$ cat config.mk
export PLATFORM = sky130hd
export DESIGN_NAME = modbus_meter_read_responder_flat
export DESIGN_NICKNAME = d
export VERILOG_FILES = /design/src/design/mmr_pkg.sv /design/src/design/mmr_if.sv /design/src/design/mmr_front.sv /design/src/design/mmr_queue.sv /design/src/design/mmr_back.sv /design/src/design/modbus_meter_read_responder.sv /design/src/flat_wrapper.sv
export SDC_FILE = /design/constraint.sdc
export NUM_CORES = 1
export LEC_CHECK = 0
export BUFFER_PORTS_ARGS = -buffer_cell sky130_fd_sc_hd__buf_2
export CORE_ASPECT_RATIO = 0.6
export CORE_MARGIN = 2
export CORE_UTILIZATION = 45
export CTS_BUF_LIST = sky130_fd_sc_hd__clkbuf_8
export CTS_CLUSTER_DIAMETER = 30
export CTS_CLUSTER_SIZE = 40
export DETAILED_ROUTE_END_ITERATION = 10
export SYNTH_ARGS = -nofsm -noshare
export SYNTH_HDL_FRONTEND = slang
export SYNTH_SLANG_ARGS = --single-unit
$ cat constraint.sdc
create_clock -name clk_i -period 5.2 [get_ports clk_i]
set_input_delay 1.04 -clock clk_i [delete_from_list [all_inputs] [get_ports clk_i]]
set_output_delay 1.04 -clock clk_i [all_outputs]
set_load 0.05 [all_outputs]
$ cat src/design/mmr_pkg.sv
package mmr_pkg;

  // Field widths
  localparam int unsigned BYTE_W  = 8;
  localparam int unsigned POS_W   = 3;
  localparam int unsigned IDX_W   = 5;
  localparam int unsigned CRC_W   = 16;
  localparam int unsigned CFG_IDX_W  = 3;
  localparam int unsigned CFG_DATA_W = 32;

  // Protocol constants
  localparam logic [BYTE_W-1:0] FC_READ_INPUT = 8'h04;
  localparam logic [BYTE_W-1:0] RESP_BYTE_CNT = 8'h14;
  localparam logic [CRC_W-1:0]  CRC_INIT      = 16'hFFFF;
  localparam logic [CRC_W-1:0]  CRC_POLY      = 16'hA001;

  // Positions of the response bytes
  localparam logic [IDX_W-1:0] B_ADDR    = 5'd0;
  localparam logic [IDX_W-1:0] B_FUNC    = 5'd1;
  localparam logic [IDX_W-1:0] B_COUNT   = 5'd2;
  localparam logic [IDX_W-1:0] B_VOLT_H  = 5'd3;
  localparam logic [IDX_W-1:0] B_VOLT_L  = 5'd4;
  localparam logic [IDX_W-1:0] B_CUR_0   = 5'd5;
  localparam logic [IDX_W-1:0] B_CUR_1   = 5'd6;
  localparam logic [IDX_W-1:0] B_CUR_2   = 5'd7;
  localparam logic [IDX_W-1:0] B_CUR_3   = 5'd8;
  localparam logic [IDX_W-1:0] B_PWR_0   = 5'd9;
  localparam logic [IDX_W-1:0] B_PWR_1   = 5'd10;
  localparam logic [IDX_W-1:0] B_PWR_2   = 5'd11;
  localparam logic [IDX_W-1:0] B_PWR_3   = 5'd12;
  localparam logic [IDX_W-1:0] B_NRG_0   = 5'd13;
  localparam logic [IDX_W-1:0] B_NRG_1   = 5'd14;
  localparam logic [IDX_W-1:0] B_NRG_2   = 5'd15;
  localparam logic [IDX_W-1:0] B_NRG_3   = 5'd16;
  localparam logic [IDX_W-1:0] B_FREQ_H  = 5'd17;
  localparam logic [IDX_W-1:0] B_FREQ_L  = 5'd18;
  localparam logic [IDX_W-1:0] B_PF_H    = 5'd19;
  localparam logic [IDX_W-1:0] B_PF_L    = 5'd20;
  localparam logic [IDX_W-1:0] B_ALARM_H = 5'd21;
  localparam logic [IDX_W-1:0] B_ALARM_L = 5'd22;
  localparam logic [IDX_W-1:0] B_CRC_L   = 5'd23;
  localparam logic [IDX_W-1:0] B_CRC_H   = 5'd24;

  // Configuration register indexes
  typedef enum logic [CFG_IDX_W-1:0] {
    CFG_VOLTAGE = 3'd0,
    CFG_CURRENT = 3'd1,
    CFG_POWER   = 3'd2,
    CFG_ENERGY  = 3'd3,
    CFG_FREQ    = 3'd4,
    CFG_PF      = 3'd5
  } cfg_idx_e;

  // Measurement registers
  typedef struct packed {
    logic [15:0] voltage_tenths;
    logic [31:0] current_milliamps;
    logic [31:0] power_tenths;
    logic [31:0] energy_wh;
    logic [15:0] frequency_tenths;
    logic [6:0]  power_factor_hundredths;
  } cfg_t;

  localparam cfg_t CFG_RESET = '{
    voltage_tenths:          16'd2200,
    current_milliamps:       32'd30000,
    power_tenths:            32'd34000,
    energy_wh:               32'd14400,
    frequency_tenths:        16'd600,
    power_factor_hundredths: 7'd98
  };

  // One queued read request
  typedef struct packed {
    logic [BYTE_W-1:0] slave_address;
  } req_t;

  // Modbus CRC-16, one byte folded in, LSB first
  function automatic logic [CRC_W-1:0] crc_byte(input logic [CRC_W-1:0] crc_in,
                                                 input logic [BYTE_W-1:0] data);
    logic [CRC_W-1:0] c;
    c = crc_in ^ {8'h00, data};
    for (int k = 0; k < BYTE_W; k++) begin
      if (c[0]) begin
        c = (c >> 1) ^ CRC_POLY;
      end else begin
        c = c >> 1;
      end
    end
    return c;
  endfunction

endpackage

$ cat src/design/mmr_if.sv
// Request byte channel
interface mmr_rx_if;
  logic       valid;
  logic       ready;
  logic [7:0] rx_byte;

  modport source (output valid, output rx_byte, input ready);
  modport sink   (input valid, input rx_byte, output ready);
endinterface

// Response byte channel
interface mmr_tx_if;
  logic       valid;
  logic       ready;
  logic [7:0] tx_byte;
  logic       frame_end;

  modport source (output valid, output tx_byte, output frame_end, input ready);
  modport sink   (input valid, input tx_byte, input frame_end, output ready);
endinterface

$ cat src/design/mmr_front.sv
module mmr_front #(
  parameter int unsigned REQUEST_LENGTH = 8
) (
  input  logic          clk_i,
  input  logic          rst_ni,
  mmr_rx_if.sink        rx,
  input  logic          q_full_i,
  output logic          q_push_o,
  output mmr_pkg::req_t q_req_o
);
  import mmr_pkg::*;

  localparam logic [POS_W-1:0] LastPos = POS_W'(REQUEST_LENGTH - 1);

  logic [POS_W-1:0]  pos_q, pos_d;
  logic [BYTE_W-1:0] addr_q, addr_d;
  logic [BYTE_W-1:0] fc_q, fc_d;
  logic              beat;
  logic              last;

  // Stall only when a finished request would find the queue full
  assign rx.ready = !(q_full_i && last);
  assign beat     = rx.valid && rx.ready;
  assign last     = (pos_q == LastPos);

  // Capture header bytes and count frame position
  always_comb begin
    pos_d  = pos_q;
    addr_d = addr_q;
    fc_d   = fc_q;
    if (beat) begin
      if (pos_q == POS_W'(0)) begin
        addr_d = rx.rx_byte;
      end
      if (pos_q == POS_W'(1)) begin
        fc_d = rx.rx_byte;
      end
      pos_d = last ? POS_W'(0) : pos_q + POS_W'(1);
    end
  end

  // Classify: push a read request on the last byte of a function 4 frame
  assign q_push_o              = beat && last && (fc_d == FC_READ_INPUT);
  assign q_req_o.slave_address = addr_d;

  always_ff @(posedge clk_i or negedge rst_ni) begin
    if (!rst_ni) begin
      pos_q  <= '0;
      addr_q <= '0;
      fc_q   <= '0;
    end else begin
      pos_q  <= pos_d;
      addr_q <= addr_d;
      fc_q   <= fc_d;
    end
  end

endmodule

$ cat src/design/mmr_queue.sv
module mmr_queue (
  input  logic          clk_i,
  input  logic          rst_ni,
  input  logic          push_i,
  input  mmr_pkg::req_t push_req_i,
  output logic          full_o,
  input  logic          pop_i,
  output logic          pop_valid_o,
  output mmr_pkg::req_t pop_req_o
);
  import mmr_pkg::*;

  // Two-entry request queue
  req_t       entry_q [2];
  logic       wr_ptr_q, rd_ptr_q;
  logic [1:0] cnt_q;
  logic       do_push, do_pop;

  assign full_o      = (cnt_q == 2'd2);
  assign pop_valid_o = (cnt_q != 2'd0);
  assign pop_req_o   = entry_q[rd_ptr_q];
  assign do_push     = push_i && !full_o;
  assign do_pop      = pop_i && pop_valid_o;

  // Store entries
  always_ff @(posedge clk_i) begin
    if (do_push) begin
      entry_q[wr_ptr_q] <= push_req_i;
    end
  end

  // Advance pointers and fill count
  always_ff @(posedge clk_i or negedge rst_ni) begin
    if (!rst_ni) begin
      wr_ptr_q <= 1'b0;
      rd_ptr_q <= 1'b0;
      cnt_q    <= 2'd0;
    end else begin
      if (do_push) begin
        wr_ptr_q <= !wr_ptr_q;
      end
      if (do_pop) begin
        rd_ptr_q <= !rd_ptr_q;
      end
      if (do_push && !do_pop) begin
        cnt_q <= cnt_q + 2'd1;
      end else if (do_pop && !do_push) begin
        cnt_q <= cnt_q - 2'd1;
      end
    end
  end

endmodule

$ cat src/design/mmr_back.sv
module mmr_back (
  input  logic          clk_i,
  input  logic          rst_ni,
  input  mmr_pkg::cfg_t cfg_i,
  input  logic          req_valid_i,
  input  mmr_pkg::req_t req_i,
  output logic          req_pop_o,
  mmr_tx_if.source      tx
);
  import mmr_pkg::*;

  logic              busy_q;
  logic [IDX_W-1:0]  idx_q;
  logic [BYTE_W-1:0] addr_q;
  logic [CRC_W-1:0]  crc_q;
  logic              out_vld_q;
  logic [BYTE_W-1:0] out_byte_q;
  logic              out_end_q;
  logic              adv;
  logic [BYTE_W-1:0] cur_byte;

  // Start the next response when idle
  assign req_pop_o = !busy_q && req_valid_i;
  // Move one byte into the output register when it is free
  assign adv       = busy_q && (!out_vld_q || tx.ready);

  // Select the response byte at the current position
  always_comb begin
    unique case (idx_q)
      B_ADDR:    cur_byte = addr_q;
      B_FUNC:    cur_byte = FC_READ_INPUT;
      B_COUNT:   cur_byte = RESP_BYTE_CNT;
      B_VOLT_H:  cur_byte = cfg_i.voltage_tenths[15:8];
      B_VOLT_L:  cur_byte = cfg_i.voltage_tenths[7:0];
      B_CUR_0:   cur_byte = cfg_i.current_milliamps[15:8];
      B_CUR_1:   cur_byte = cfg_i.current_milliamps[7:0];
      B_CUR_2:   cur_byte = cfg_i.current_milliamps[31:24];
      B_CUR_3:   cur_byte = cfg_i.current_milliamps[23:16];
      B_PWR_0:   cur_byte = cfg_i.power_tenths[15:8];
      B_PWR_1:   cur_byte = cfg_i.power_tenths[7:0];
      B_PWR_2:   cur_byte = cfg_i.power_tenths[31:24];
      B_PWR_3:   cur_byte = cfg_i.power_tenths[23:16];
      B_NRG_0:   cur_byte = cfg_i.energy_wh[15:8];
      B_NRG_1:   cur_byte = cfg_i.energy_wh[7:0];
      B_NRG_2:   cur_byte = cfg_i.energy_wh[31:24];
      B_NRG_3:   cur_byte = cfg_i.energy_wh[23:16];
      B_FREQ_H:  cur_byte = cfg_i.frequency_tenths[15:8];
      B_FREQ_L:  cur_byte = cfg_i.frequency_tenths[7:0];
      B_PF_H:    cur_byte = 8'h00;
      B_PF_L:    cur_byte = {1'b0, cfg_i.power_factor_hundredths};
      B_ALARM_H: cur_byte = 8'h00;
      B_ALARM_L: cur_byte = 8'h00;
      B_CRC_L:   cur_byte = crc_q[7:0];
      B_CRC_H:   cur_byte = crc_q[15:8];
      default:   cur_byte = 8'h00;
    endcase
  end

  // Sequence the response byte positions
  always_ff @(posedge clk_i or negedge rst_ni) begin
    if (!rst_ni) begin
      busy_q <= 1'b0;
      idx_q  <= '0;
    end else if (req_pop_o) begin
      busy_q <= 1'b1;
      idx_q  <= B_ADDR;
    end else if (adv) begin
      idx_q <= idx_q + IDX_W'(1);
      if (idx_q == B_CRC_H) begin
        busy_q <= 1'b0;
      end
    end
  end

  // Payload of the running response
  always_ff @(posedge clk_i) begin
    if (req_pop_o) begin
      addr_q <= req_i.slave_address;
      crc_q  <= CRC_INIT;
    end else if (adv && (idx_q < B_CRC_L)) begin
      crc_q <= crc_byte(crc_q, cur_byte);
    end
  end

  // Output register
  always_ff @(posedge clk_i or negedge rst_ni) begin
    if (!rst_ni) begin
      out_vld_q <= 1'b0;
    end else if (adv) begin
      out_vld_q <= 1'b1;
    end else if (tx.ready) begin
      out_vld_q <= 1'b0;
    end
  end

  always_ff @(posedge clk_i) begin
    if (adv) begin
      out_byte_q <= cur_byte;
      out_end_q  <= (idx_q == B_CRC_H);
    end
  end

  assign tx.valid     = out_vld_q;
  assign tx.tx_byte   = out_byte_q;
  assign tx.frame_end = out_end_q;

endmodule

$ cat src/design/modbus_meter_read_responder.sv
// The last byte of a read request goes into the two-entry request queue; when idle, the
// serializer takes it and sends the response bytes through its output register. Request
// bytes come in one per cycle, held back only at a frame end while the queue is full;
// responses go out one byte per cycle while the receiver is ready, 25 bytes per frame.
// Reset: asynchronous, active low; clears the frame position, header bytes, queue and
// output, and loads the measurement registers with their default values.
module modbus_meter_read_responder #(
  parameter int unsigned REQUEST_LENGTH = 8
) (
  input  logic                            clk_i,
  input  logic                            rst_ni,
  mmr_rx_if.sink                          rx,
  mmr_tx_if.source                        tx,
  input  logic                            cfg_we_i,
  input  logic [mmr_pkg::CFG_IDX_W-1:0]   cfg_idx_i,
  input  logic [mmr_pkg::CFG_DATA_W-1:0]  cfg_data_i
);
  import mmr_pkg::*;

  cfg_t cfg_q, cfg_d;
  logic q_full, q_push, q_pop, q_valid;
  req_t push_req, pop_req;

  // Decode register writes; writes beyond the list are dropped
  always_comb begin
    cfg_d = cfg_q;
    if (cfg_we_i) begin
      unique case (cfg_idx_i)
        CFG_VOLTAGE: cfg_d.voltage_tenths          = cfg_data_i[15:0];
        CFG_CURRENT: cfg_d.current_milliamps       = cfg_data_i;
        CFG_POWER:   cfg_d.power_tenths            = cfg_data_i;
        CFG_ENERGY:  cfg_d.energy_wh               = cfg_data_i;
        CFG_FREQ:    cfg_d.frequency_tenths        = cfg_data_i[15:0];
        CFG_PF:      cfg_d.power_factor_hundredths = cfg_data_i[6:0];
        default:     cfg_d = cfg_q;
      endcase
    end
  end

  always_ff @(posedge clk_i or negedge rst_ni) begin
    if (!rst_ni) begin
      cfg_q <= CFG_RESET;
    end else begin
      cfg_q <= cfg_d;
    end
  end

  mmr_front #(
    .REQUEST_LENGTH(REQUEST_LENGTH)
  ) u_front (
    .clk_i    (clk_i),
    .rst_ni   (rst_ni),
    .rx       (rx),
    .q_full_i (q_full),
    .q_push_o (q_push),
    .q_req_o  (push_req)
  );

  mmr_queue u_queue (
    .clk_i       (clk_i),
    .rst_ni      (rst_ni),
    .push_i      (q_push),
    .push_req_i  (push_req),
    .full_o      (q_full),
    .pop_i       (q_pop),
    .pop_valid_o (q_valid),
    .pop_req_o   (pop_req)
  );

  mmr_back u_back (
    .clk_i       (clk_i),
    .rst_ni      (rst_ni),
    .cfg_i       (cfg_q),
    .req_valid_i (q_valid),
    .req_i       (pop_req),
    .req_pop_o   (q_pop),
    .tx          (tx)
  );

endmodule

$ cat src/flat_wrapper.sv
// flat-port wrapper written by rule: the top's interface ports become plain ports
module modbus_meter_read_responder_flat import mmr_pkg::*;
#(
  parameter int unsigned REQUEST_LENGTH = 8
)
  (clk_i, rst_ni, cfg_we_i, cfg_idx_i, cfg_data_i, rx_valid, rx_rx_byte, rx_ready, tx_valid, tx_tx_byte, tx_frame_end, tx_ready);
  mmr_rx_if rx_i ();
  mmr_tx_if tx_i ();
  input  logic clk_i;
  input  logic rst_ni;
  input  logic cfg_we_i;
  input  logic [mmr_pkg::CFG_IDX_W-1:0] cfg_idx_i;
  input  logic [mmr_pkg::CFG_DATA_W-1:0] cfg_data_i;
  input wire logic [$bits(rx_i.valid)-1:0] rx_valid;
  input wire logic [$bits(rx_i.rx_byte)-1:0] rx_rx_byte;
  output wire logic [$bits(rx_i.ready)-1:0] rx_ready;
  output wire logic [$bits(tx_i.valid)-1:0] tx_valid;
  output wire logic [$bits(tx_i.tx_byte)-1:0] tx_tx_byte;
  output wire logic [$bits(tx_i.frame_end)-1:0] tx_frame_end;
  input wire logic [$bits(tx_i.ready)-1:0] tx_ready;
  assign rx_i.valid = rx_valid;
  assign rx_i.rx_byte = rx_rx_byte;
  assign rx_ready = rx_i.ready;
  assign tx_valid = tx_i.valid;
  assign tx_tx_byte = tx_i.tx_byte;
  assign tx_frame_end = tx_i.frame_end;
  assign tx_i.ready = tx_ready;
  modbus_meter_read_responder #(.REQUEST_LENGTH(REQUEST_LENGTH)) u_core (.clk_i(clk_i), .rst_ni(rst_ni), .rx(rx_i), .tx(tx_i), .cfg_we_i(cfg_we_i), .cfg_idx_i(cfg_idx_i), .cfg_data_i(cfg_data_i));
endmodule
* Word-level counts from Yosys, hierarchy flattened
Memories as Yosys holds them, arrays and structs flattened. A register that Yosys moved wholly into a read port is not among the register bits. Cells that the tools add are included.
Storage, ports and cells: memories 1, memory bits (writable) 16, output and inout port bits 11, bits in registers 190
Memories:
- u_core.u_queue.entry_q | depth 2, bits a word 8, rd ports 1, clocked after Yosys merged registers in 1, wr ports 1, RTL line mmr_queue.sv:14 | req_t entry_q [2];
Cells by class: add/sub/neg operators 4, bitwise logic cells 9, eq/ne operators 30, muxes and demuxes 39, $lt $le $gt $ge 1, reductions and logical operators 35
Operators by type and width (count):
- 16-bit two-way mux | 22
- 8-bit case mux with 22 select lines | 1
- 5-bit by 4-bit equality test with 1-bit output, second input constant | 8
- 8-bit two-way mux | 4
- 5-bit equality test, second input constant | 6
- 2-bit inverter with 3-bit output | 8
- 5-bit by 3-bit equality test with 1-bit output, second input constant | 4
- 16-bit by 8-bit bitwise XOR with 16-bit output | 1
- 2-bit AND reduction | 7
- 1-bit logical AND | 11
- 5-bit by 2-bit equality test with 1-bit output, second input constant | 2
- 5-bit two-way mux | 2
- 2-bit nonzero test | 5
- 3-bit equality test, second input constant | 3
- 8-bit by 3-bit equality test with 1-bit output, second input constant | 1
- 1-bit logical NOT | 8
- 1-bit two-way mux | 7
- 3-bit by 1-bit equality test with 1-bit output, second input constant | 2
- 3-bit by 2-bit equality test with 1-bit output, second input constant | 2
- 3-bit logical NOT | 2
- 5-bit by 1-bit adder with 5-bit output, second input constant | 1
- 5-bit by 1-bit equality test with 1-bit output, second input constant | 1
- 5-bit logical NOT | 1
- 5-bit less-than comparator, second input constant | 1
- other kinds (7) | 8

* Logic depth before layout (Yosys ltp)
Gate-level depths: netlist of the first run.
depth after elaboration 33, gate-level depth with buffers 16, depth with buffers taken out 13

* By module
A second synthesis of the first run with hierarchy kept.
Second synthesis, totals: cell total of the unflattened synthesis 749, area, all modules 10159.7 um^2
Modules (own cells, without submodules):
- modbus_meter_read_responder | cells an instance 291, area each 5143.7 um^2, seq. area each 3412.0 um^2, instances 1
- mmr_back | cells an instance 352, area each 3364.5 um^2, seq. area each 1006.0 um^2, instances 1
- mmr_front | cells an instance 62, area each 868.3 um^2, seq. area each 475.5 um^2, instances 1
- mmr_queue | cells an instance 44, area each 783.3 um^2, seq. area each 580.6 um^2, instances 1

* Worst setup path after synthesis of the first run
Ideal clock, no wire load.
path kind reg2reg, start reg u_core.u_back.idx_q[2], end reg u_core.u_back.crc_q[0], setup slack 1.413 ns, stages on the path, launching flop included 16, setup time 0.095 ns, data required time 5.105 ns, path buffers 4, arrival 3.691 ns, cells stage by stage dfrtp_1 buf_6 buf_4 buf_2 and3_1 ha_1 clkbuf_1 a32o_1 a311o_1 or4_4 xor2_2 xor2_2 xnor3_1 o22ai_1 a221oi_1 o311ai_1
Between the ends: cells in the longest elaborated chain, start to end 26, elaborated cells on any way between the ends 55
RTL lines:
- from (decl) | RTL line mmr_back.sv:13 | logic [IDX_W-1:0] idx_q;
- from (signal assigned) | RTL line mmr_back.sv:68 | idx_q <= idx_q + IDX_W'(1);
- 5-bit equality test (tied with other cells) | RTL line mmr_back.sv:29 | unique case (idx_q)
- 8-bit case mux with 22 select lines (*) | RTL line mmr_back.sv:29
- named net u_core.u_back.cur_byte[4] | RTL line mmr_back.sv:20 | logic [BYTE_W-1:0] cur_byte;
- 16-bit by 8-bit bitwise XOR with 16-bit output (*) | RTL line mmr_pkg.sv:82 | c = crc_in ^ {8'h00, data};
- 16-bit two-way mux (*) | RTL line mmr_pkg.sv:84 | if (c[0]) begin
- 16-bit two-way mux (*) | RTL line mmr_back.sv:80 | end else if (adv && (idx_q < B_CRC_L)) begin
- 16-bit two-way mux (*) | RTL line mmr_back.sv:77 | if (req_pop_o) begin
- 16-bit two-way mux (*) | RTL line mmr_pkg.sv:84
- (+11 left out)
- 16-bit two-way mux (*) | RTL line mmr_back.sv:77
- 16-bit two-way mux (*) | RTL line mmr_pkg.sv:84
- 16-bit two-way mux (*) | RTL line mmr_back.sv:80
- 16-bit two-way mux (*) | RTL line mmr_back.sv:77
- 16-bit two-way mux (*) | RTL line mmr_pkg.sv:84
- 16-bit two-way mux (*) | RTL line mmr_back.sv:80
- 16-bit two-way mux (*) | RTL line mmr_back.sv:77
- 16-bit two-way mux (*) | RTL line mmr_pkg.sv:84
- to (signal assigned) | RTL line mmr_back.sv:81 | crc_q <= crc_byte(crc_q, cur_byte);
- to (decl) | RTL line mmr_back.sv:15 | logic [CRC_W-1:0] crc_q;
The timed path passes the listed nets; every way through them passes the cells marked *. The select of a mux whose other input is x is not followed. A chain may end at the register's enable or synchronous reset.

* Worst setup path in the final report of the first run
start reg u_core.u_back.idx_q[2], end reg u_core.u_back.crc_q[0]
Between the ends: cells in the longest elaborated chain, start to end 26, elaborated cells on any way between the ends 55
RTL lines (RTL line):
- 5-bit equality test (tied with other cells) | mmr_back.sv:29
- 8-bit case mux with 22 select lines (*) | mmr_back.sv:29
- named net u_core.u_back.cur_byte[3] | mmr_back.sv:20
- 16-bit by 8-bit bitwise XOR with 16-bit output (*) | mmr_pkg.sv:82
- 16-bit two-way mux (*) | mmr_pkg.sv:84
- 16-bit two-way mux (*) | mmr_back.sv:80
- 16-bit two-way mux (*) | mmr_back.sv:77
- 16-bit two-way mux (*) | mmr_pkg.sv:84
- (+11 left out)
- 16-bit two-way mux (*) | mmr_back.sv:77
- 16-bit two-way mux (*) | mmr_pkg.sv:84
- 16-bit two-way mux (*) | mmr_back.sv:80
- 16-bit two-way mux (*) | mmr_back.sv:77
- 16-bit two-way mux (*) | mmr_pkg.sv:84
- 16-bit two-way mux (*) | mmr_back.sv:80
- 16-bit two-way mux (*) | mmr_back.sv:77
- 16-bit two-way mux (*) | mmr_pkg.sv:84
Marks and branches as above.

==> impl_metrics.ini, run 1 <==
[pwr]
ir_worst_vdd_v = 0.000391
p_per_area_mw_per_mm2 = 676
p_leak_nw = 4.64
power.internal_w = 0.00459
p_seq_frac = 0.343
pwr-share-clk = 0.210
switchingPower_w = 0.00309
p_sw_frac = 0.402
pwr-share-comb = 0.447

[run_status]
run_status = complete, no violations

[placement]
post-dp-hpwl_mm = 19.9
place_area_mm2 = 0.0106
post-place-ws_ns = 1.06
gp_congestion = 0.961
port_buffers = 58

[sta]
timing.slew.headroom = 0.178
finalSetupViolations = 0
drv_slew = 0
max_freq_ghz = 0.238
worst_pin_slew_ns = 1.23
hold_violations = 0
period_share = 0.809
skew_ns = 0.0207
fin_crit_ns = 4.21
rsz0062_at_grt = false
hold_slack_ns = 0.491
fin_ws_ns = 0.992
tns_ns = 0

[route]
avgRoutedWirePerCell_um = 24.6
drt_iter0_drc = 624
viasPerCell = 5.91
drcViolationCount = 0
wirelength_mm = 28.0
ant_nets = 0
dr.pass1.iters = 5
via_count = 6730

[cells_and_area]
area_growth_pct = 13.3
register_area_mm2 = 0.00547
final_nets = 882
multi_input_area_mm2 = 0.00430
diodes = 0
fillers = 1888
final_area_mm2 = 0.0114
drive_gt1_frac = 0.411

[grt]
overflow = 0
grt_start_max_net_pins = 97
grt_pass1_vias = 6975
track_usage = 0.246
grt_pass1_wl_mm = 42.8
antenna_found_initial = 0

[critical_path]
startpoint_type = flip-flop
critPathMaxFanout = 22
reg2reg_depth = 11
r2r_slack_ns = 0.99
worstPathArrival_ns = 4.61
crit_chain = buf_4 > mux2i_1 > o31ai_1 > a2111oi_0 > nand4_1 > xor2_1 > xnor2_4 > xnor2_4 > nor3_1 > a2111oi_1 > o311ai_1
crit_required_ns = 5.60
cpMostUsedCell = xnor2_4
slowest_stage = dfrtp_1
rr_endpoint = u_core.u_back.crc_q[0]
worstReg2RegStart = u_core.u_back.idx_q[2]
endpoint_kind = flip-flop
crit_path_max_incr_delay_ns = 0.84
crit_type = reg -> reg

[cts]
clock_path_buffers = 3
cts-hold-fix-buffers = 0
post_cts_buffers = 0
cts_resized = 0
clk_pin_slew_ns = 0.07
root_buffer = clkbuf_8
cts_buffers = 37
cts_tree = built
cts_num_sinks = 214
clk_latency_ns = 0.55
cts_htree_levels = 2

[logic_synthesis]
synth_nets = 813
synth_edf_count = 33
ys_ff_latch = 214
synth_cell_type_count = 77
synth_top_area_frac = 0.344
synthArstFlopShare = 0.771
synthFlopType = dfrtp_1
yosys_warnings = 0
yosys-top-cells-area = dfrtp_1 34%, mux2_2 18%, edfxtp_1 9.9%
avgSynthCellArea_um2 = 13.3
synth_cells = 755
syn_area_mm2 = 0.0100
yosys.area.top_type = dfrtp_1
ys_seq_area_frac = 0.546
synth_commonest_cells = 162 x mux2_2, 138 x dfrtp_1, 43 x nand2_1
synthMostInstantiatedCell = mux2_2

[die]
core_area_mm2 = 0.0220
ios = 59
num_rows = 42
dieArea_mm2 = 0.0235
die_h_um = 120
die_w_um = 197
initial_core_util = 0.457

[run]
timing.max_cap.violations = 0

[min_path]
hold_class = in -> async
[stage by stage]
step / power, W / utilization / instances
after floorplan: 0.00520 / - / 755
after global placement: 0.00591 / 0.482 / 1071
after detailed placement: 0.00602 / 0.482 / 1071
after CTS: 0.00767 / 0.517 / 1138
after global routing: 0.00806 / 0.517 / 1138
final: 0.00768 / 0.517 / 1138
[how the worst max path moves through the flow]
stage,startpoint,end,slack [ns],depth (start not counted)
2_1_floorplan,u_core.u_back.idx_q[2],u_core.u_back.crc_q[0],1.41,15
3_3_place_gp,u_core.u_back.idx_q[2],u_core.u_back.crc_q[0],1.11,11
3_5_place_dp,u_core.u_back.idx_q[2],u_core.u_back.crc_q[0],1.06,11
4_1_cts,u_core.u_back.idx_q[2],u_core.u_back.crc_q[0],1.04,11
5_1_grt,u_core.u_back.idx_q[2],u_core.u_back.crc_q[0],0.74,11
6_report,u_core.u_back.idx_q[2],u_core.u_back.crc_q[0],0.99,11
[state kept, by name, indices dropped and copies added (netlist names)]
signal / flops
u_core.u_queue.wr_ptr_q: 1
u_core.u_front.addr_q: 8
u_core.u_back.tx.valid: 1
u_core.u_front.pos_q: 3
u_core.u_queue.rd_ptr_q: 1
u_core.u_back.busy_q: 1
u_core.u_front.fc_q: 8
u_core.u_back.tx.tx_byte: 8
u_core.u_back.addr_q: 8
u_core.u_back.crc_q: 16
u_core.u_queue.cnt_q: 2
u_core.u_queue.entry_q: 16
u_core.u_back.idx_q: 5
u_core.u_back.tx.frame_end: 1
u_core.cfg_q: 135
[cell families (layout without fill, tap and decap cells)]
family                     Yosys count  in the layout  synth area share
muxes                              185            185             0.208
AOI/OAI and AO/OA                  107            107            0.0820
DFF                                214            214             0.546
buffers and inverters               53            150            0.0276
and+or+nand+nor                    156            156            0.0862
adders and majority gates           10             10            0.0125
xor gates and xnor gates            30             30            0.0380
[layout make-up]
type                    count  area share
flip-flops and latches    214       0.482
multi-input cells         488       0.378
clock buffers              43      0.0521
repair buffers             72      0.0364
well taps                 286      0.0315
clock inverters            24      0.0164
inverters                  11     0.00363
[worst max-delay path, delay by kind of cell (launching register included)]
kind | cells | cell delay, ns
compound gates | 4 | 1.09
xor+xnor | 3 | 0.94
flops | 1 | 0.84
mux | 1 | 0.43
buf+inv | 1 | 0.39
simple gates | 2 | 0.36
[routing by layer]
metal,vias up,wire length (um),GRT usage,part of all wire
li1,2949,-,-,-
met1,3468,13900,0.389,0.50
met2,265,11300,0.325,0.40
met3,48,2290,0.0669,0.082
met4,0,475,0.0667,0.017
met5,-,0,0,0
[power groups by stage]
stage | Combinational, W | Clock (W) | Sequential [W]
after floorplan | 0.00264 | 0 | 0.00256
after global placement | 0.00328 | 0 | 0.00264
after detailed placement | 0.00336 | 0 | 0.00265
after CTS | 0.00339 | 0.00165 | 0.00263
after global routing | 0.00365 | 0.00173 | 0.00268
final | 0.00343 | 0.00161 | 0.00264
[cell usage in the layout (no fill, tap or decap), types with 16 or more instances in the layout]
cell,synthesis,routed
mux2_2,162,162
dfrtp_1,138,138
buf_2,8,57
nand2_1,43,43
clkbuf_8,0,43
edfxtp_1,33,33
dfstp_2,27,27
nor2_1,25,24
mux2i_1,19,19
a22oi_1,16,16
dfxtp_1,16,16
No activity file was read; power rests on OpenSTA's default activity.
==> inputs of run 2 (changes only) <==
- clock period: 5.2 -> 4.38 ns (I/O delays scaled with it)
==> run 2 against run 1 <==
Against the previous run:
- cell count grew 0.70%
- first-iteration DRC count shrank 8.7%
- register-to-register slack lost 0.64 ns
- power grew 20%
- sequential share of layout area shrank 0.45 points
- clock-buffer cell count shrank 6
- core utilization grew 0.48 points
- setup slack lost 0.64 ns
- hold slack lost 0.095 ns
- die area is the same
- cell area grew 0.94%
- critical endpoint unchanged
- highest routed layer unchanged
==> impl_metrics.ini, run 2 (synthesis gave the netlist of run 1 again) <==
[run_status]
run_status = complete, no violations

[cts]
clk_latency_ns = 0.56
root_buffer = clkbuf_8
cts-hold-fix-buffers = 0
cts_htree_levels = 2
cts_tree = built
cts_buffers = 36
clk_pin_slew_ns = 0.08
cts_resized = 0
post_cts_buffers = 0
cts_num_sinks = 214
clock_path_buffers = 3

[cells_and_area]
final_common_cell = mux2_2
final_cell_mix = 162 x mux2_2, 138 x dfrtp_1, 57 x buf_2, 43 x nand2_1, 37 x clkbuf_8
final_nets = 890
fillers = 1886
diodes = 0
largest_register_ffs = 135
drive_gt1_frac = 0.419
reg.largest.list = u_core.cfg_q (135), u_core.u_back.crc_q (16), u_core.u_queue.entry_q (16)
utilization = 0.522
area_growth_pct = 14.3
top_register = u_core.cfg_q

[sta]
skew_ns = 0.0348
rsz0062_at_grt = false
period_share = 0.920
max_freq_ghz = 0.248
timing.slew.headroom = 0.260
worst_pin_slew_ns = 1.11
fin_crit_ns = 4.03
finalSetupViolations = 0
tns_ns = 0
hold_violations = 0
drv_slew = 0

[critical_path]
cpMostUsedCell = xnor2_4
slowest_stage = ha_1
worstReg2RegStart = u_core.u_back.idx_q[0]
crit_required_ns = 4.79
crit_chain = inv_1 > ha_1 > a22oi_1 > o21ai_0 > a222oi_1 > nand4_1 > xor2_1 > xnor2_4 > xnor2_4 > nor3_1 > a2111oi_1 > o311ai_1
reg2reg_depth = 12
startpoint_type = flip-flop
worstPathArrival_ns = 4.44
rr_endpoint = u_core.u_back.crc_q[0]
r2r_slack_ns = 0.35
critPathMaxFanout = 16
crit_path_max_incr_delay_ns = 0.65
crit_type = reg -> reg
endpoint_kind = flip-flop

[die]
initial_core_util = 0.457
die_h_um = 120
ios = 59
die_w_um = 197
num_rows = 42
dieArea_mm2 = 0.0235
core_area_mm2 = 0.0220

[placement]
post-dp-hpwl_mm = 19.3
port_buffers = 58
gp_congestion = 0.974

[route]
drt_iter0_drc = 570
viasPerCell = 5.84
via_count = 6694
ant_nets = 0
drcViolationCount = 0
dr.pass1.iters = 5
wirelength_mm = 27.2
avgRoutedWirePerCell_um = 23.7

[grt]
antenna_found_initial = 0
track_usage = 0.240
overflow = 0
grt_start_max_net_pins = 98
grt_pass1_vias = 6813
grt_pass1_wl_mm = 42.1

[pwr]
ir_worst_vdd_v = 0.000566
switchingPower_w = 0.00371
pwr-share-clk = 0.216
p_sw_frac = 0.402
p_seq_frac = 0.333
p_leak_nw = 4.69
pwr-share-comb = 0.451
power.internal_w = 0.00552
p_per_area_mw_per_mm2 = 805

[run]
timing.max_cap.violations = 0

[min_path]
hold_class = in -> async
## run 2: stage by stage
step,cell area (um2),total power (W),hold slack (ns),setup slack [ns],cells
after CTS,11500,0.00923,0.430,0.429,1146
after floorplan,10000,0.00618,0.455,0.593,755
after detailed placement,10700,0.00719,0.479,0.471,1080
after global placement,10700,0.00707,0.469,0.606,1080
after global routing,11500,0.00977,0.462,0.115,1146
final,11500,0.00923,0.396,0.351,1146
## run 2: area by class of cell
cell class              count  area [um2]  area share
clock buffers              37         509      0.0444
clock inverters            29         308      0.0268
inverters                  11        41.3     0.00360
multi-input cells         488        4300       0.375
flip-flops and latches    214        5470       0.477
well taps                 286         358      0.0312
repair buffers             81         482      0.0420
## run 2: layer usage
metal  vias up  share of wire  GRT usage
met2       220           0.41      0.325
met4         0          0.011     0.0526
met1      3474           0.50      0.380
li1       2970              -          -
met3        30          0.079     0.0638
met5         -              0          0
## run 2: power groups by stage
stage	Clock, W	Sequential (W)	Combinational (W)
after global placement	0	0.00309	0.00398
after detailed placement	0	0.00310	0.00410
final	0.00200	0.00307	0.00416
after global routing	0.00215	0.00313	0.00449
after floorplan	0	0.00304	0.00314
after CTS	0.00204	0.00307	0.00412
## run 2: how the worst max path moves through the flow
stage | from | endpoint | slack [ns] | depth (start not counted)
after floorplan | u_core.u_back.idx_q[2] | u_core.u_back.crc_q[0] | 0.59 | 15
after global placement | u_core.u_back.idx_q[0] | u_core.u_back.crc_q[0] | 0.61 | 12
after detailed placement | u_core.u_back.idx_q[0] | u_core.u_back.crc_q[0] | 0.47 | 12
after CTS | u_core.u_back.idx_q[0] | u_core.u_back.crc_q[0] | 0.43 | 12
after global routing | u_core.u_back.idx_q[0] | u_core.u_back.crc_q[0] | 0.12 | 12
final | u_core.u_back.idx_q[0] | u_core.u_back.crc_q[0] | 0.35 | 12
## run 2: worst max-delay path: cells and delay by family (launching register included)
kind | cells | cell delay [ns]
compound gates | 5 | 1.45
xor+xnor | 3 | 0.91
fa+ha+maj | 1 | 0.65
buf+inv | 1 | 0.12
flops | 1 | 0.44
simple gates | 2 | 0.30
==> inputs of run 3 (changes only) <==
- PLACE_DENSITY_LB_ADDON: unset -> 0.25
==> run 3 against run 2 <==
Against the previous run:
- non-clock buffer count increased by 1
- sequential power hardly changed
- sequential share of layout area down 0.25 points
- first-iteration DRC count fell by 18%
- core utilization grew 0.27 points
- clock skew decreased by 0.0075 ns
- power is 1.9% higher
- cell area increased by 0.52%
- critical path type unchanged
==> impl_metrics.ini, run 3 (synthesis gave the netlist of run 1 again) <==
[run_status]
run_status = complete, no violations

[grt]
overflow = 0
antenna_found_initial = 0
grt_start_max_net_pins = 104
track_usage = 0.242
grt_pass1_wl_mm = 42.2
grt_pass1_vias = 6834
met1_usage = 0.387
globalRouteMet2Util = 0.327
busiest_layer = met1
use_met3 = 0.0576

[cts]
cts_htree_levels = 2
cts_tree = built
cts_buffers = 36
clock_path_buffers = 3
clk_pin_slew_ns = 0.08
cts_num_sinks = 214
post_cts_buffers = 0
cts-hold-fix-buffers = 0
clk_latency_ns = 0.55
cts_resized = 0
root_buffer = clkbuf_8

[critical_path]
reg2reg_depth = 12
path_delay_family = XOR/XNOR gates
crit_chain = inv_1 > ha_1 > nand2b_1 > o22ai_1 > nand2_1 > nand4_1 > xor2_1 > xnor2_4 > xnor2_4 > nor3_1 > a2111oi_1 > o311ai_1
worstPathArrival_ns = 4.53
crit_type = reg -> reg
cpMostUsedCell = xnor2_4
startpoint_type = flip-flop
startpoint = u_core.u_back.idx_q[0]
crit_cells = 12
r2r_slack_ns = 0.24
slowest_stage = ha_1
endpoint_kind = flip-flop
crit_path_max_incr_delay_ns = 0.81
path_buf_inv = 1
crit_end = u_core.u_back.crc_q[0]
rr_endpoint = u_core.u_back.crc_q[0]
crit_required_ns = 4.77
critPathMaxFanout = 21
worstReg2RegStart = u_core.u_back.idx_q[0]

[die]
die_w_um = 197
num_rows = 42
dieArea_mm2 = 0.0235
ios = 59
core_area_mm2 = 0.0220
die_h_um = 120
initial_core_util = 0.457

[sta]
skew_ns = 0.0273
hold_violations = 0
worst_pin_slew_ns = 1.12
drv_slew = 0
rsz0062_at_grt = false
max_freq_ghz = 0.242
fin_crit_ns = 4.14
tns_ns = 0
finalSetupViolations = 0
period_share = 0.944
timing.slew.headroom = 0.254

[cells_and_area]
final_cell_mix = 162 x mux2_2, 138 x dfrtp_1, 57 x buf_2, 43 x nand2_1, 41 x clkbuf_8
reg.largest.list = u_core.cfg_q (135), u_core.u_back.crc_q (16), u_core.u_queue.entry_q (16)
final_common_cell = mux2_2
top_register = u_core.cfg_q
fillers = 1875
final_nets = 891
area_growth_pct = 14.9
largest_register_ffs = 135
utilization = 0.525
diodes = 0
drive_gt1_frac = 0.423
final_area_mm2 = 0.0115

[placement]
place_area_mm2 = 0.0107
gp_congestion = 0.904
port_buffers = 58
post-dp-hpwl_mm = 20.0

[route]
avgRoutedWirePerCell_um = 23.9
drcViolationCount = 0
ant_nets = 0
via_count = 6734
viasPerCell = 5.88
drt_iter0_drc = 469
dr.pass1.iters = 7
wirelength_mm = 27.4

[pwr]
ir_worst_vdd_v = 0.000530
p_leak_nw = 4.72
p_per_area_mw_per_mm2 = 816

[min_path]
hold_class = in -> async

[run]
timing.max_cap.violations = 0
## run 3: worst min-delay path by stage
stage,startpoint,depth (start not counted),to,slack [ns]
floorplan,u_core.u_queue.wr_ptr_q,1,u_core.u_queue.wr_ptr_q,0.46
global placement,u_core.u_queue.wr_ptr_q,1,u_core.u_queue.wr_ptr_q,0.47
detailed placement,u_core.u_queue.wr_ptr_q,1,u_core.u_queue.wr_ptr_q,0.48
CTS,rst_ni,1,u_core.cfg_q[40],0.46
global route,rst_ni,1,u_core.u_front.addr_q[1],0.51
finish,rst_ni,1,u_core.cfg_q[19],0.46
## run 3: stage by stage
step | cells | hold WS (ns) | setup WS [ns] | total power (W)
finish | 1146 | 0.461 | 0.244 | 0.00941
global route | 1146 | 0.508 | 0.152 | 0.00993
CTS | 1146 | 0.457 | 0.333 | 0.00940
detailed placement | 1081 | 0.480 | 0.385 | 0.00727
global placement | 1081 | 0.472 | 0.346 | 0.00714
floorplan | 755 | 0.455 | 0.593 | 0.00618
## run 3: final cells by class
class,count,area (um2),share of cell area
sequential,214,5470,0.475
multi-input combinational,488,4300,0.373
clock buffer,41,564,0.0489
timing repair buffer,82,489,0.0424
tap,286,358,0.0310
clock inverter,24,300,0.0260
inverter,11,41.3,0.00358
## run 3: where the power goes
part,internal (W),leakage [nW],switching [W]
logic,0.00187,1.92,0.00234
registers,0.00265,2.37,0.000448
clock network,0.00116,0.425,0.000940
total,0.00568,4.72,0.00372
## run 3: metal layers
layer	vias to the layer above	share of wire
met3	33	0.077
met2	252	0.40
li1	2959	-
met4	0	0.012
met1	3490	0.51
met5	-	0
